[src/rtl/bce_pkg.sv]
// ----------------------------------------------------------------------------
// Battery capacity estimator package
// Shared types, widths, curve constants and segment lookup functions.
// ----------------------------------------------------------------------------
`default_nettype none

package bce_pkg;

  localparam int DISCHARGE_POINTS = 13;
  localparam int CHARGE_POINTS    = 3;

  localparam int SAMPLE_W = 8;
  localparam int MV_W     = 13;
  localparam int PCT_W    = 7;
  localparam int CURV_W   = 11;
  localparam int DC_W     = 10;
  localparam int DSR_W    = 10;
  localparam int DIV_W    = 19;
  localparam int VPROD_W  = 20;
  localparam int PROD_W   = DSR_W + DC_W;
  localparam int RECIP_W  = 20;
  localparam int ADDR_W   = 3;
  localparam int DATA_W   = 32;

  localparam logic [VPROD_W-1:0] MV_SCALE    = VPROD_W'(2650);
  localparam logic [MV_W-1:0]    MV_BASE     = MV_W'(2650);
  localparam logic [PCT_W-1:0]   PCT_FULL    = PCT_W'(100);

  // A curve value times PCT_RECIP, shifted right by RECIP_SHIFT, is that value
  // divided by 12 for every value up to full scale.
  localparam int                 RECIP_SHIFT = 13;
  localparam logic [RECIP_W-1:0] PCT_RECIP   = RECIP_W'(683);

  localparam logic [PCT_W-1:0] RST_MAX_DROP  = PCT_W'(2);
  localparam logic [MV_W-1:0]  RST_ADC_FLOOR = MV_W'(2800);
  localparam logic [MV_W-1:0]  RST_LAST_MV   = MV_W'(3930);

  localparam logic CMD_MEASURE = 1'b0;
  localparam logic CMD_SUSPEND = 1'b1;

  localparam logic REG_MAX_DROP  = 1'b0;
  localparam logic REG_ADC_FLOOR = 1'b1;

  localparam logic [MV_W-1:0] DIS_MV [DISCHARGE_POINTS] = '{
    13'd4150, 13'd4030, 13'd3930, 13'd3880, 13'd3820, 13'd3770, 13'd3720,
    13'd3690, 13'd3670, 13'd3650, 13'd3610, 13'd3570, 13'd3450
  };
  localparam logic [CURV_W-1:0] DIS_CAP [DISCHARGE_POINTS] = '{
    11'd1200, 11'd1100, 11'd1000, 11'd900, 11'd800, 11'd700, 11'd600,
    11'd500, 11'd400, 11'd300, 11'd200, 11'd100, 11'd0
  };
  localparam logic [MV_W-1:0] CHG_MV [CHARGE_POINTS] = '{
    13'd4170, 13'd3950, 13'd3450
  };
  localparam logic [CURV_W-1:0] CHG_CAP [CHARGE_POINTS] = '{
    11'd1200, 11'd600, 11'd0
  };

  typedef struct packed {
    logic                cmd;
    logic [SAMPLE_W-1:0] sample_first;
    logic [SAMPLE_W-1:0] sample_second;
    logic [SAMPLE_W-1:0] sample_third;
    logic                charging;
  } in_req_t;

  typedef struct packed {
    logic [MV_W-1:0]  voltage_mv;
    logic [PCT_W-1:0] capacity_pct;
    logic             held;
  } out_rsp_t;

  typedef struct packed {
    logic [PCT_W-1:0] max_drop_step;
    logic [MV_W-1:0]  adc_floor_mv;
  } cfg_t;

  typedef struct packed {
    logic              start;
    logic [DIV_W-1:0]  dividend;
    logic [DSR_W-1:0]  divisor;
  } div_req_t;

  typedef struct packed {
    logic             busy;
    logic             done;
    logic [DIV_W-1:0] quotient;
  } div_rsp_t;

  typedef struct packed {
    logic              above;
    logic              below;
    logic [MV_W-1:0]   lo_mv;
    logic [CURV_W-1:0] lo_cap;
    logic [DSR_W-1:0]  dv;
    logic [DC_W-1:0]   dc;
  } seg_t;

  function automatic seg_t find_seg_dis(logic [MV_W-1:0] vol);
    seg_t s;
    logic [MV_W-1:0]   dv_w;
    logic [CURV_W-1:0] dc_w;
    s = '0;
    s.above = vol > DIS_MV[0];
    s.below = !(vol > DIS_MV[DISCHARGE_POINTS-1]);
    for (int i = DISCHARGE_POINTS - 1; i >= 1; i--) begin
      if (vol > DIS_MV[i]) begin
        dv_w     = DIS_MV[i-1] - DIS_MV[i];
        dc_w     = DIS_CAP[i-1] - DIS_CAP[i];
        s.lo_mv  = DIS_MV[i];
        s.lo_cap = DIS_CAP[i];
        s.dv     = dv_w[DSR_W-1:0];
        s.dc     = dc_w[DC_W-1:0];
      end
    end
    return s;
  endfunction

  function automatic seg_t find_seg_chg(logic [MV_W-1:0] vol);
    seg_t s;
    logic [MV_W-1:0]   dv_w;
    logic [CURV_W-1:0] dc_w;
    s = '0;
    s.above = vol > CHG_MV[0];
    s.below = !(vol > CHG_MV[CHARGE_POINTS-1]);
    for (int i = CHARGE_POINTS - 1; i >= 1; i--) begin
      if (vol > CHG_MV[i]) begin
        dv_w     = CHG_MV[i-1] - CHG_MV[i];
        dc_w     = CHG_CAP[i-1] - CHG_CAP[i];
        s.lo_mv  = CHG_MV[i];
        s.lo_cap = CHG_CAP[i];
        s.dv     = dv_w[DSR_W-1:0];
        s.dc     = dc_w[DC_W-1:0];
      end
    end
    return s;
  endfunction

endpackage

`default_nettype wire

[src/rtl/bce_divider.sv]
// ----------------------------------------------------------------------------
// Battery capacity estimator divider
// Restoring divider that produces one quotient bit per cycle.
// ----------------------------------------------------------------------------
`default_nettype none

module bce_divider
  import bce_pkg::*;
(
  input  wire logic     clk_i,
  input  wire logic     rst_ni,
  input  wire div_req_t div_req_i,
  output div_rsp_t      div_rsp_o
);

  localparam int CNT_W = $clog2(DIV_W + 1);

  logic [CNT_W-1:0] cnt_q, cnt_d;
  logic             done_q, done_d;
  logic [DSR_W-1:0] rem_q, rem_d;
  logic [DIV_W-1:0] quo_q, quo_d;
  logic [DSR_W-1:0] dsr_q, dsr_d;
  logic [DSR_W:0]   shifted;
  logic             busy;

  assign busy    = (cnt_q != '0);
  assign shifted = {rem_q, quo_q[DIV_W-1]};

  always_comb begin
    cnt_d  = cnt_q;
    done_d = 1'b0;
    rem_d  = rem_q;
    quo_d  = quo_q;
    dsr_d  = dsr_q;
    if (busy) begin
      if (shifted >= {1'b0, dsr_q}) begin
        rem_d = DSR_W'(shifted - {1'b0, dsr_q});
        quo_d = {quo_q[DIV_W-2:0], 1'b1};
      end else begin
        rem_d = shifted[DSR_W-1:0];
        quo_d = {quo_q[DIV_W-2:0], 1'b0};
      end
      cnt_d  = cnt_q - CNT_W'(1);
      done_d = (cnt_q == CNT_W'(1));
    end else if (div_req_i.start) begin
      cnt_d = CNT_W'(DIV_W);
      rem_d = '0;
      quo_d = div_req_i.dividend;
      dsr_d = div_req_i.divisor;
    end
  end

  always_ff @(posedge clk_i or negedge rst_ni) begin
    if (!rst_ni) begin
      cnt_q  <= '0;
      done_q <= 1'b0;
    end else begin
      cnt_q  <= cnt_d;
      done_q <= done_d;
    end
  end

  always_ff @(posedge clk_i) begin
    rem_q <= rem_d;
    quo_q <= quo_d;
    dsr_q <= dsr_d;
  end

  assign div_rsp_o.busy     = busy;
  assign div_rsp_o.done     = done_q;
  assign div_rsp_o.quotient = quo_q;

endmodule

`default_nettype wire

[src/rtl/bce_regs.sv]
// ----------------------------------------------------------------------------
// Battery capacity estimator register file
// APB-style configuration registers for drop limit and ADC floor.
// ----------------------------------------------------------------------------
`default_nettype none

module bce_regs
  import bce_pkg::*;
(
  input  wire logic              clk_i,
  input  wire logic              rst_ni,
  input  wire logic              psel,
  input  wire logic              penable,
  input  wire logic              pwrite,
  input  wire logic [ADDR_W-1:0] paddr,
  input  wire logic [DATA_W-1:0] pwdata,
  output logic      [DATA_W-1:0] prdata,
  output logic                   pready,
  output cfg_t                   cfg_o
);

  logic [PCT_W-1:0] max_drop_q;
  logic [MV_W-1:0]  adc_floor_q;
  logic             wr_en;
  logic             reg_idx;

  assign pready  = 1'b1;
  assign wr_en   = psel && penable && pwrite;
  assign reg_idx = paddr[ADDR_W-1];

  always_ff @(posedge clk_i or negedge rst_ni) begin
    if (!rst_ni) begin
      max_drop_q  <= RST_MAX_DROP;
      adc_floor_q <= RST_ADC_FLOOR;
    end else if (wr_en) begin
      unique case (reg_idx)
        REG_MAX_DROP:  max_drop_q  <= pwdata[PCT_W-1:0];
        REG_ADC_FLOOR: adc_floor_q <= pwdata[MV_W-1:0];
        default: ;
      endcase
    end
  end

  always_comb begin
    unique case (reg_idx)
      REG_MAX_DROP:  prdata = DATA_W'(max_drop_q);
      REG_ADC_FLOOR: prdata = DATA_W'(adc_floor_q);
      default:       prdata = '0;
    endcase
  end

  assign cfg_o.max_drop_step = max_drop_q;
  assign cfg_o.adc_floor_mv  = adc_floor_q;

endmodule

`default_nettype wire

[src/rtl/battery_capacity_estimator.sv]
// ----------------------------------------------------------------------------
// Battery capacity estimator
// Voltage based fuel gauge: sample pick, millivolt conversion, curve lookup
// with interpolation through a restoring divider, and drop limiting.
// ----------------------------------------------------------------------------
//
//   Channel  Direction  Handshake                Payload
//   in       input      in_valid_i / in_stall_o  in_req_i (in_req_t)
//   out      output     out_valid_o / out_stall_i out_rsp_o (out_rsp_t)
//   cfg      input      psel, penable, pwrite    paddr, pwdata, prdata
//
// A measure request keeps the input stalled until the limit step is done,
// on the curve through one pass of the bit-serial divider as well.
// A suspend request is taken from idle and returns nothing.
// Reset restores the register defaults and clears the history; no sweep.
// A finished result waits in the output register while the next request is
// taken; the limit step stalls only if that register is still full and out_stall_i is high.
`default_nettype none

module battery_capacity_estimator
  import bce_pkg::*;
(
  input  wire logic              clk_i,
  input  wire logic              rst_ni,
  input  wire logic              in_valid_i,
  output logic                   in_stall_o,
  input  wire in_req_t           in_req_i,
  output logic                   out_valid_o,
  input  wire logic              out_stall_i,
  output out_rsp_t               out_rsp_o,
  input  wire logic              psel,
  input  wire logic              penable,
  input  wire logic              pwrite,
  input  wire logic [ADDR_W-1:0] paddr,
  input  wire logic [DATA_W-1:0] pwdata,
  output logic      [DATA_W-1:0] prdata,
  output logic                   pready
);

  localparam logic [2:0] ST_IDLE  = 3'd0;
  localparam logic [2:0] ST_PICK  = 3'd1;
  localparam logic [2:0] ST_VOLT  = 3'd2;
  localparam logic [2:0] ST_SEG   = 3'd3;
  localparam logic [2:0] ST_MUL   = 3'd4;
  localparam logic [2:0] ST_DIV   = 3'd5;
  localparam logic [2:0] ST_LIMIT = 3'd7;

  cfg_t     cfg;
  div_req_t div_req;
  div_rsp_t div_rsp;

  bce_regs u_regs (
    .clk_i   (clk_i),
    .rst_ni  (rst_ni),
    .psel    (psel),
    .penable (penable),
    .pwrite  (pwrite),
    .paddr   (paddr),
    .pwdata  (pwdata),
    .prdata  (prdata),
    .pready  (pready),
    .cfg_o   (cfg)
  );

  bce_divider u_div (
    .clk_i     (clk_i),
    .rst_ni    (rst_ni),
    .div_req_i (div_req),
    .div_rsp_o (div_rsp)
  );

  logic [2:0]        state_q, state_d;
  logic              out_valid_q, out_valid_d;
  out_rsp_t          out_q, out_d;
  logic [MV_W-1:0]   last_mv_q, last_mv_d;
  logic [PCT_W-1:0]  last_cap_q, last_cap_d;
  logic [PCT_W-1:0]  pend_q, pend_d;
  logic              measured_q, measured_d;

  in_req_t           req_q, req_d;
  logic [SAMPLE_W-1:0] code_q, code_d;
  logic [MV_W-1:0]   vol_q, vol_d;
  logic [PCT_W-1:0]  pct_q, pct_d;
  logic [CURV_W-1:0] lo_cap_q, lo_cap_d;
  logic [DSR_W-1:0]  diff_q, diff_d;
  logic [DSR_W-1:0]  dv_q, dv_d;
  logic [DC_W-1:0]   dc_q, dc_d;

  logic                in_accept;
  logic                out_free;
  logic [SAMPLE_W-1:0] d01, d02, d12;
  logic [SAMPLE_W:0]   sum01, sum02, sum12;
  logic [SAMPLE_W-1:0] pick;
  logic [VPROD_W-1:0]  vprod;
  logic [MV_W-1:0]     vraw;
  logic [MV_W-1:0]     vdiff;
  seg_t                seg;
  logic [PROD_W-1:0]   mprod;
  logic [CURV_W:0]     cur_sum;
  logic [CURV_W-1:0]   cur;
  logic [RECIP_W-1:0]  pct_prod;
  logic [PCT_W-1:0]    pct_quot;
  logic                drop;
  logic [PCT_W-1:0]    cap_lim;
  logic [PCT_W-1:0]    cap_new;
  logic [PCT_W-1:0]    pend_new;

  assign in_stall_o = (state_q != ST_IDLE);
  assign in_accept  = in_valid_i && !in_stall_o;
  assign out_free   = !out_valid_q || !out_stall_i;

  always_comb begin
    d01   = (req_q.sample_second > req_q.sample_first) ?
            req_q.sample_second - req_q.sample_first :
            req_q.sample_first - req_q.sample_second;
    d02   = (req_q.sample_third > req_q.sample_first) ?
            req_q.sample_third - req_q.sample_first :
            req_q.sample_first - req_q.sample_third;
    d12   = (req_q.sample_third > req_q.sample_second) ?
            req_q.sample_third - req_q.sample_second :
            req_q.sample_second - req_q.sample_third;
    sum01 = {1'b0, req_q.sample_first} + {1'b0, req_q.sample_second};
    sum02 = {1'b0, req_q.sample_first} + {1'b0, req_q.sample_third};
    sum12 = {1'b0, req_q.sample_second} + {1'b0, req_q.sample_third};
    if (d02 < d01) begin
      pick = (d12 < d02) ? sum12[SAMPLE_W:1] : sum02[SAMPLE_W:1];
    end else begin
      pick = (d12 < d01) ? sum12[SAMPLE_W:1] : sum01[SAMPLE_W:1];
    end
  end

  assign vprod = VPROD_W'(code_q) * MV_SCALE;
  assign vraw  = MV_W'(vprod[VPROD_W-1:SAMPLE_W]) + MV_BASE;
  assign seg   = req_q.charging ? find_seg_chg(vol_q) : find_seg_dis(vol_q);
  assign vdiff = vol_q - seg.lo_mv;
  assign mprod = PROD_W'(diff_q) * PROD_W'(dc_q);

  assign cur_sum  = {1'b0, lo_cap_q} + {1'b0, div_rsp.quotient[CURV_W-1:0]};
  assign cur      = cur_sum[CURV_W-1:0];
  assign pct_prod = RECIP_W'(cur) * PCT_RECIP;
  assign pct_quot = pct_prod[RECIP_SHIFT +: PCT_W];

  always_comb begin
    drop    = (last_cap_q > pct_q) && ((last_cap_q - pct_q) > cfg.max_drop_step);
    cap_lim = last_cap_q - cfg.max_drop_step;
    if (measured_q) begin
      if (drop) begin
        cap_new  = cap_lim;
        pend_new = (pend_q != '0) ? '0 : cap_lim;
      end else begin
        cap_new  = pct_q;
        pend_new = '0;
      end
    end else if (pct_q == '0) begin
      cap_new  = PCT_W'(1);
      pend_new = PCT_W'(1);
    end else begin
      cap_new  = pct_q;
      pend_new = '0;
    end
  end

  always_comb begin
    state_d     = state_q;
    out_valid_d = out_valid_q;
    out_d       = out_q;
    last_mv_d   = last_mv_q;
    last_cap_d  = last_cap_q;
    pend_d      = pend_q;
    measured_d  = measured_q;
    req_d       = req_q;
    code_d      = code_q;
    vol_d       = vol_q;
    pct_d       = pct_q;
    lo_cap_d    = lo_cap_q;
    diff_d      = diff_q;
    dv_d        = dv_q;
    dc_d        = dc_q;
    div_req     = '0;

    if (out_valid_q && !out_stall_i) begin
      out_valid_d = 1'b0;
    end

    unique case (state_q)
      ST_IDLE: begin
        if (in_accept) begin
          if (in_req_i.cmd == CMD_SUSPEND) begin
            measured_d = 1'b0;
            pend_d     = '0;
          end else begin
            req_d   = in_req_i;
            state_d = ST_PICK;
          end
        end
      end
      ST_PICK: begin
        code_d  = pick;
        state_d = ST_VOLT;
      end
      ST_VOLT: begin
        if (code_q == '0 || vraw < cfg.adc_floor_mv) begin
          vol_d = last_mv_q;
        end else begin
          vol_d     = vraw;
          last_mv_d = vraw;
        end
        state_d = ST_SEG;
      end
      ST_SEG: begin
        if (seg.above) begin
          pct_d   = PCT_FULL;
          state_d = ST_LIMIT;
        end else if (seg.below) begin
          pct_d   = '0;
          state_d = ST_LIMIT;
        end else begin
          lo_cap_d = seg.lo_cap;
          diff_d   = vdiff[DSR_W-1:0];
          dv_d     = seg.dv;
          dc_d     = seg.dc;
          state_d  = ST_MUL;
        end
      end
      ST_MUL: begin
        div_req.start    = 1'b1;
        div_req.dividend = mprod[DIV_W-1:0];
        div_req.divisor  = dv_q;
        state_d          = ST_DIV;
      end
      ST_DIV: begin
        if (div_rsp.done) begin
          pct_d   = pct_quot;
          state_d = ST_LIMIT;
        end
      end
      ST_LIMIT: begin
        if (out_free) begin
          measured_d = 1'b1;
          pend_d     = pend_new;
          if (pend_new == '0) begin
            last_cap_d = cap_new;
          end
          out_valid_d        = 1'b1;
          out_d.voltage_mv   = vol_q;
          out_d.capacity_pct = (pend_new == '0) ? cap_new : last_cap_q;
          out_d.held         = (pend_new != '0);
          state_d            = ST_IDLE;
        end
      end
      default: begin
        state_d = ST_IDLE;
      end
    endcase
  end

  always_ff @(posedge clk_i or negedge rst_ni) begin
    if (!rst_ni) begin
      state_q     <= ST_IDLE;
      out_valid_q <= 1'b0;
      last_mv_q   <= RST_LAST_MV;
      last_cap_q  <= '0;
      pend_q      <= '0;
      measured_q  <= 1'b0;
    end else begin
      state_q     <= state_d;
      out_valid_q <= out_valid_d;
      last_mv_q   <= last_mv_d;
      last_cap_q  <= last_cap_d;
      pend_q      <= pend_d;
      measured_q  <= measured_d;
    end
  end

  always_ff @(posedge clk_i) begin
    out_q    <= out_d;
    req_q    <= req_d;
    code_q   <= code_d;
    vol_q    <= vol_d;
    pct_q    <= pct_d;
    lo_cap_q <= lo_cap_d;
    diff_q   <= diff_d;
    dv_q     <= dv_d;
    dc_q     <= dc_d;
  end

  assign out_valid_o = out_valid_q;
  assign out_rsp_o   = out_q;

  a_cap_range: assert property (@(posedge clk_i) disable iff (!rst_ni)
    out_valid_o |-> (out_rsp_o.capacity_pct <= PCT_FULL))
    else $error("Reported capacity exceeds full scale.");

  a_volt_range: assert property (@(posedge clk_i) disable iff (!rst_ni)
    out_valid_o |-> (out_rsp_o.voltage_mv >= MV_BASE))
    else $error("Reported voltage is below the conversion offset.");

  a_div_start: assert property (@(posedge clk_i) disable iff (!rst_ni)
    div_req.start |-> !div_rsp.busy)
    else $error("Divider started while busy.");

  a_limit_out: assert property (@(posedge clk_i) disable iff (!rst_ni)
    (state_q == ST_LIMIT && out_free) |=> (out_valid_q && state_q == ST_IDLE))
    else $error("Finished measurement did not reach the output register.");

endmodule

`default_nettype wire
[config.mk]
export PLATFORM = sky130hd
export DESIGN_NAME = battery_capacity_estimator
export DESIGN_NICKNAME = d
export VERILOG_FILES = /design/src/rtl/bce_pkg.sv /design/src/rtl/bce_divider.sv /design/src/rtl/bce_regs.sv /design/src/rtl/battery_capacity_estimator.sv
export SDC_FILE = /design/constraint.sdc
export NUM_CORES = 1
export LEC_CHECK = 0
export ABC_AREA = 1
export BUFFER_PORTS_ARGS = -buffer_cell sky130_fd_sc_hd__buf_2
export CELL_PAD_IN_SITES_DETAIL_PLACEMENT = 1
export CELL_PAD_IN_SITES_GLOBAL_PLACEMENT = 2
export CORE_MARGIN = 5
export CORE_UTILIZATION = 42
export CTS_CLUSTER_DIAMETER = 200
export CTS_CLUSTER_SIZE = 16
export DETAILED_ROUTE_END_ITERATION = 6
export GPL_ROUTABILITY_DRIVEN = 1
export GPL_TIMING_DRIVEN = 0
export MAX_ROUTING_LAYER = met4
export PLACE_DENSITY_LB_ADDON = 0.2
export SLEW_MARGIN = 10
export SYNTH_ARGS = -nofsm -noshare
export SYNTH_HDL_FRONTEND = slang
export SYNTH_SLANG_ARGS = --single-unit
[constraint.sdc]
create_clock -name clk_i -period 10.19 [get_ports clk_i]
set_input_delay 0.5095 -clock clk_i [delete_from_list [all_inputs] [get_ports clk_i]]
set_output_delay 0.5095 -clock clk_i [all_outputs]
set_load 0.02 [all_outputs]
==> out/metrics.cfg <==
[status]
status=complete, but fails checks
failed_checks=DRC

[timing]
post-route-min-period_ps=6270
rsz0062_at_grt=false
fin_tns_setup_ps=0
worstMarginPinSlew_ps=1120
setup_viol=0
slew_headroom_pct=25.1
final-max-slew-violation-count=0
fin_worst_skew_ps=13.0
hold_viol=0
fmax_ghz=0.160
min_period_over_period_pct=61.5

[logic_synthesis]
synth.distinct_cells=69
synth.area.top_cells=edfxtp_1, ha_1, inv_1
synth.yosys.seq_area_share_pct=28.4
synth_edf_count=140
async_flop_share_pct=29.3
synth_top_area_share_pct=21.0
synth.ff_latch_count=198
avgSynthCellArea_um2=8.30
ys.flop_type=edfxtp_1
ys_warn_count=0
netlist_area_um2=20000
synth_cells=2411
yosysTopAreaCell=edfxtp_1

[layout]
fillCellCount=5770
area_growth_pct=9.57
final_common_cell=nand2_1
final_cells=3162
final_cell_mix=nand2_1, inv_1, ha_1, a21oi_1, edfxtp_1
diodes=0
fin_area_um2=21900
final-seq-area_um2=5670
nets=2999
multiInputGateArea_um2=12300
drive_gt1_share_pct=9.89

[drt]
vias=16300
drt-wirelength-per-cell_um=17.6
drc=4
drt_iter0_markers=675
wirelength_um=55600
detail-route-antenna-nets=0
routed_via_density=5.16
drt-pass1-iter-count=7

[cts]
ctsResizeCount=0
cts_buffers=17
clk_latency_ps=490
clock_sinks=198
hold_buffers=1
root_buffer=clkbuf_16
post_cts_buffers=0
cts.clk_slew.worst_paths_ps=90
htreeDepth=4
cts_tree=done
cts_buffer_depth=2

[global_route]
grt_max_degree=44
grt-ovfl-total=0
grt_pass1_vias=17800
antenna_found_initial=1
grt_pass1_wl_um=91300
grtUsageTotal_pct=22.2

[setup_path]
cp_common_cell=nand2_1
startpoint_type=register
slowest_stage=edfxtp_1
crit_path_end_kind=register
critPathMaxStageDelay_ps=560
cp_data_arrival_time_ps=6510
worst-setup-path-type=register to register
crit_fanout=10
worst-endpoint-required_ps=10440

[placement]
numPortBuffers=82
place_congestion=0.934
dpl_cell_area_um2=21300
placed_cells=3129
dpl.hpwl_um=47900

[die]
start_util_pct=42.2
num_rows=80
die_h_um=228
die_w_um=228
dieArea_um2=52100
top_level_ports=124
core_area_um2=47400

[worst_hold_path]
hold_path_class=primary input to register

[job]
cap_violations=0

[worst paths after layout]
path | startpoint | end | slack [ps] | depth (start not counted)
worst min register to register | last_mv_q[11] | last_mv_q[11] | 470 | 2
min in group asynchronous | rst_ni | last_cap_q[2] | 440 | 2
max in group asynchronous | rst_ni | last_mv_q[8] | 9180 | 3
worst max-delay path | code_q[7] | vol_q[11] | 3920 | 32
worst max register to register | code_q[7] | vol_q[11] | 3920 | 32
worst min-delay path | in_req_i[3] | req_q[3] | 190 | 1
[through the flow]
stage	hold WS, ps	util [%]	setup WS [ps]
CTS	159	46.2	3860
floorplan	214	-	4690
detailed placement	402	44.9	3890
global route	166	46.2	3540
finish	188	46.2	3920
global placement	453	44.8	3990
[Yosys cell counts, types with 23 or more instances]
cell,count
a21oi_1,162
buf_4,23
dfrtp_1,43
edfxtp_1,140
fa_1,82
ha_1,315
inv_1,459
nand2_1,459
nand3_1,103
nor2_1,116
o21ai_0,121
xor2_1,58
[per-layer routing]
layer | wire length [µm] | share of wire [%] | global-route usage [%]
met1 | 23900 | 43 | 26.0
met2 | 29100 | 52 | 40.0
met3 | 1020 | 1.8 | 2.35
met4 | 1590 | 2.8 | 6.96
met5 | 0 | 0 | -
[flip-flops by register name, indices dropped and copies added (netlist names), 5 cells and up]
register / count
code_q: 8
diff_q: 10
dv_q: 7
last_cap_q: 7
last_mv_q: 13
lo_cap_q: 9
out_rsp_o: 21
pct_q: 7
pend_q: 7
req_q: 25
u_div.cnt_q: 5
u_div.dsr_q: 8
u_div.quo_q: 19
u_div.rem_q: 10
u_regs.adc_floor_q: 13
u_regs.max_drop_q: 7
vol_q: 13
[critical path: cells and delay by family, from the launching register on]
kind	cells	cell delay (ps)
simple gates	21	2510
flops	1	560
fa+ha+maj	7	2700
buf+inv	4	240
[cell families (layout without fill, tap and decap cells)]
| kind of cell | count (synthesis) | count (layout) | synth area share (%) |
|---|---|---|---|
| xor+xnor | 77 | 77 | 3.60 |
| flops | 198 | 198 | 28.4 |
| buf+inv | 519 | 637 | 10.4 |
| compound gates | 416 | 416 | 12.1 |
| other cells | 2 | 20 | 0.0375 |
| simple gates | 795 | 795 | 17.2 |
| mux | 7 | 7 | 0.357 |
| fa+ha+maj | 397 | 397 | 27.9 |
[cell type report]
cell class                 count  share of cell area, %
multi-input combinational   1712                   56.3
sequential                   198                   25.9
inverter                     466                   8.01
tap                          615                   3.51
timing repair buffer          86                   2.12
clock buffer                  18                   2.05
buffer                        53                   1.47
clock inverter                14                  0.679
Power is not shown: default switching activity piles up to over one toggle a cycle in this logic, so the estimate is an artifact.
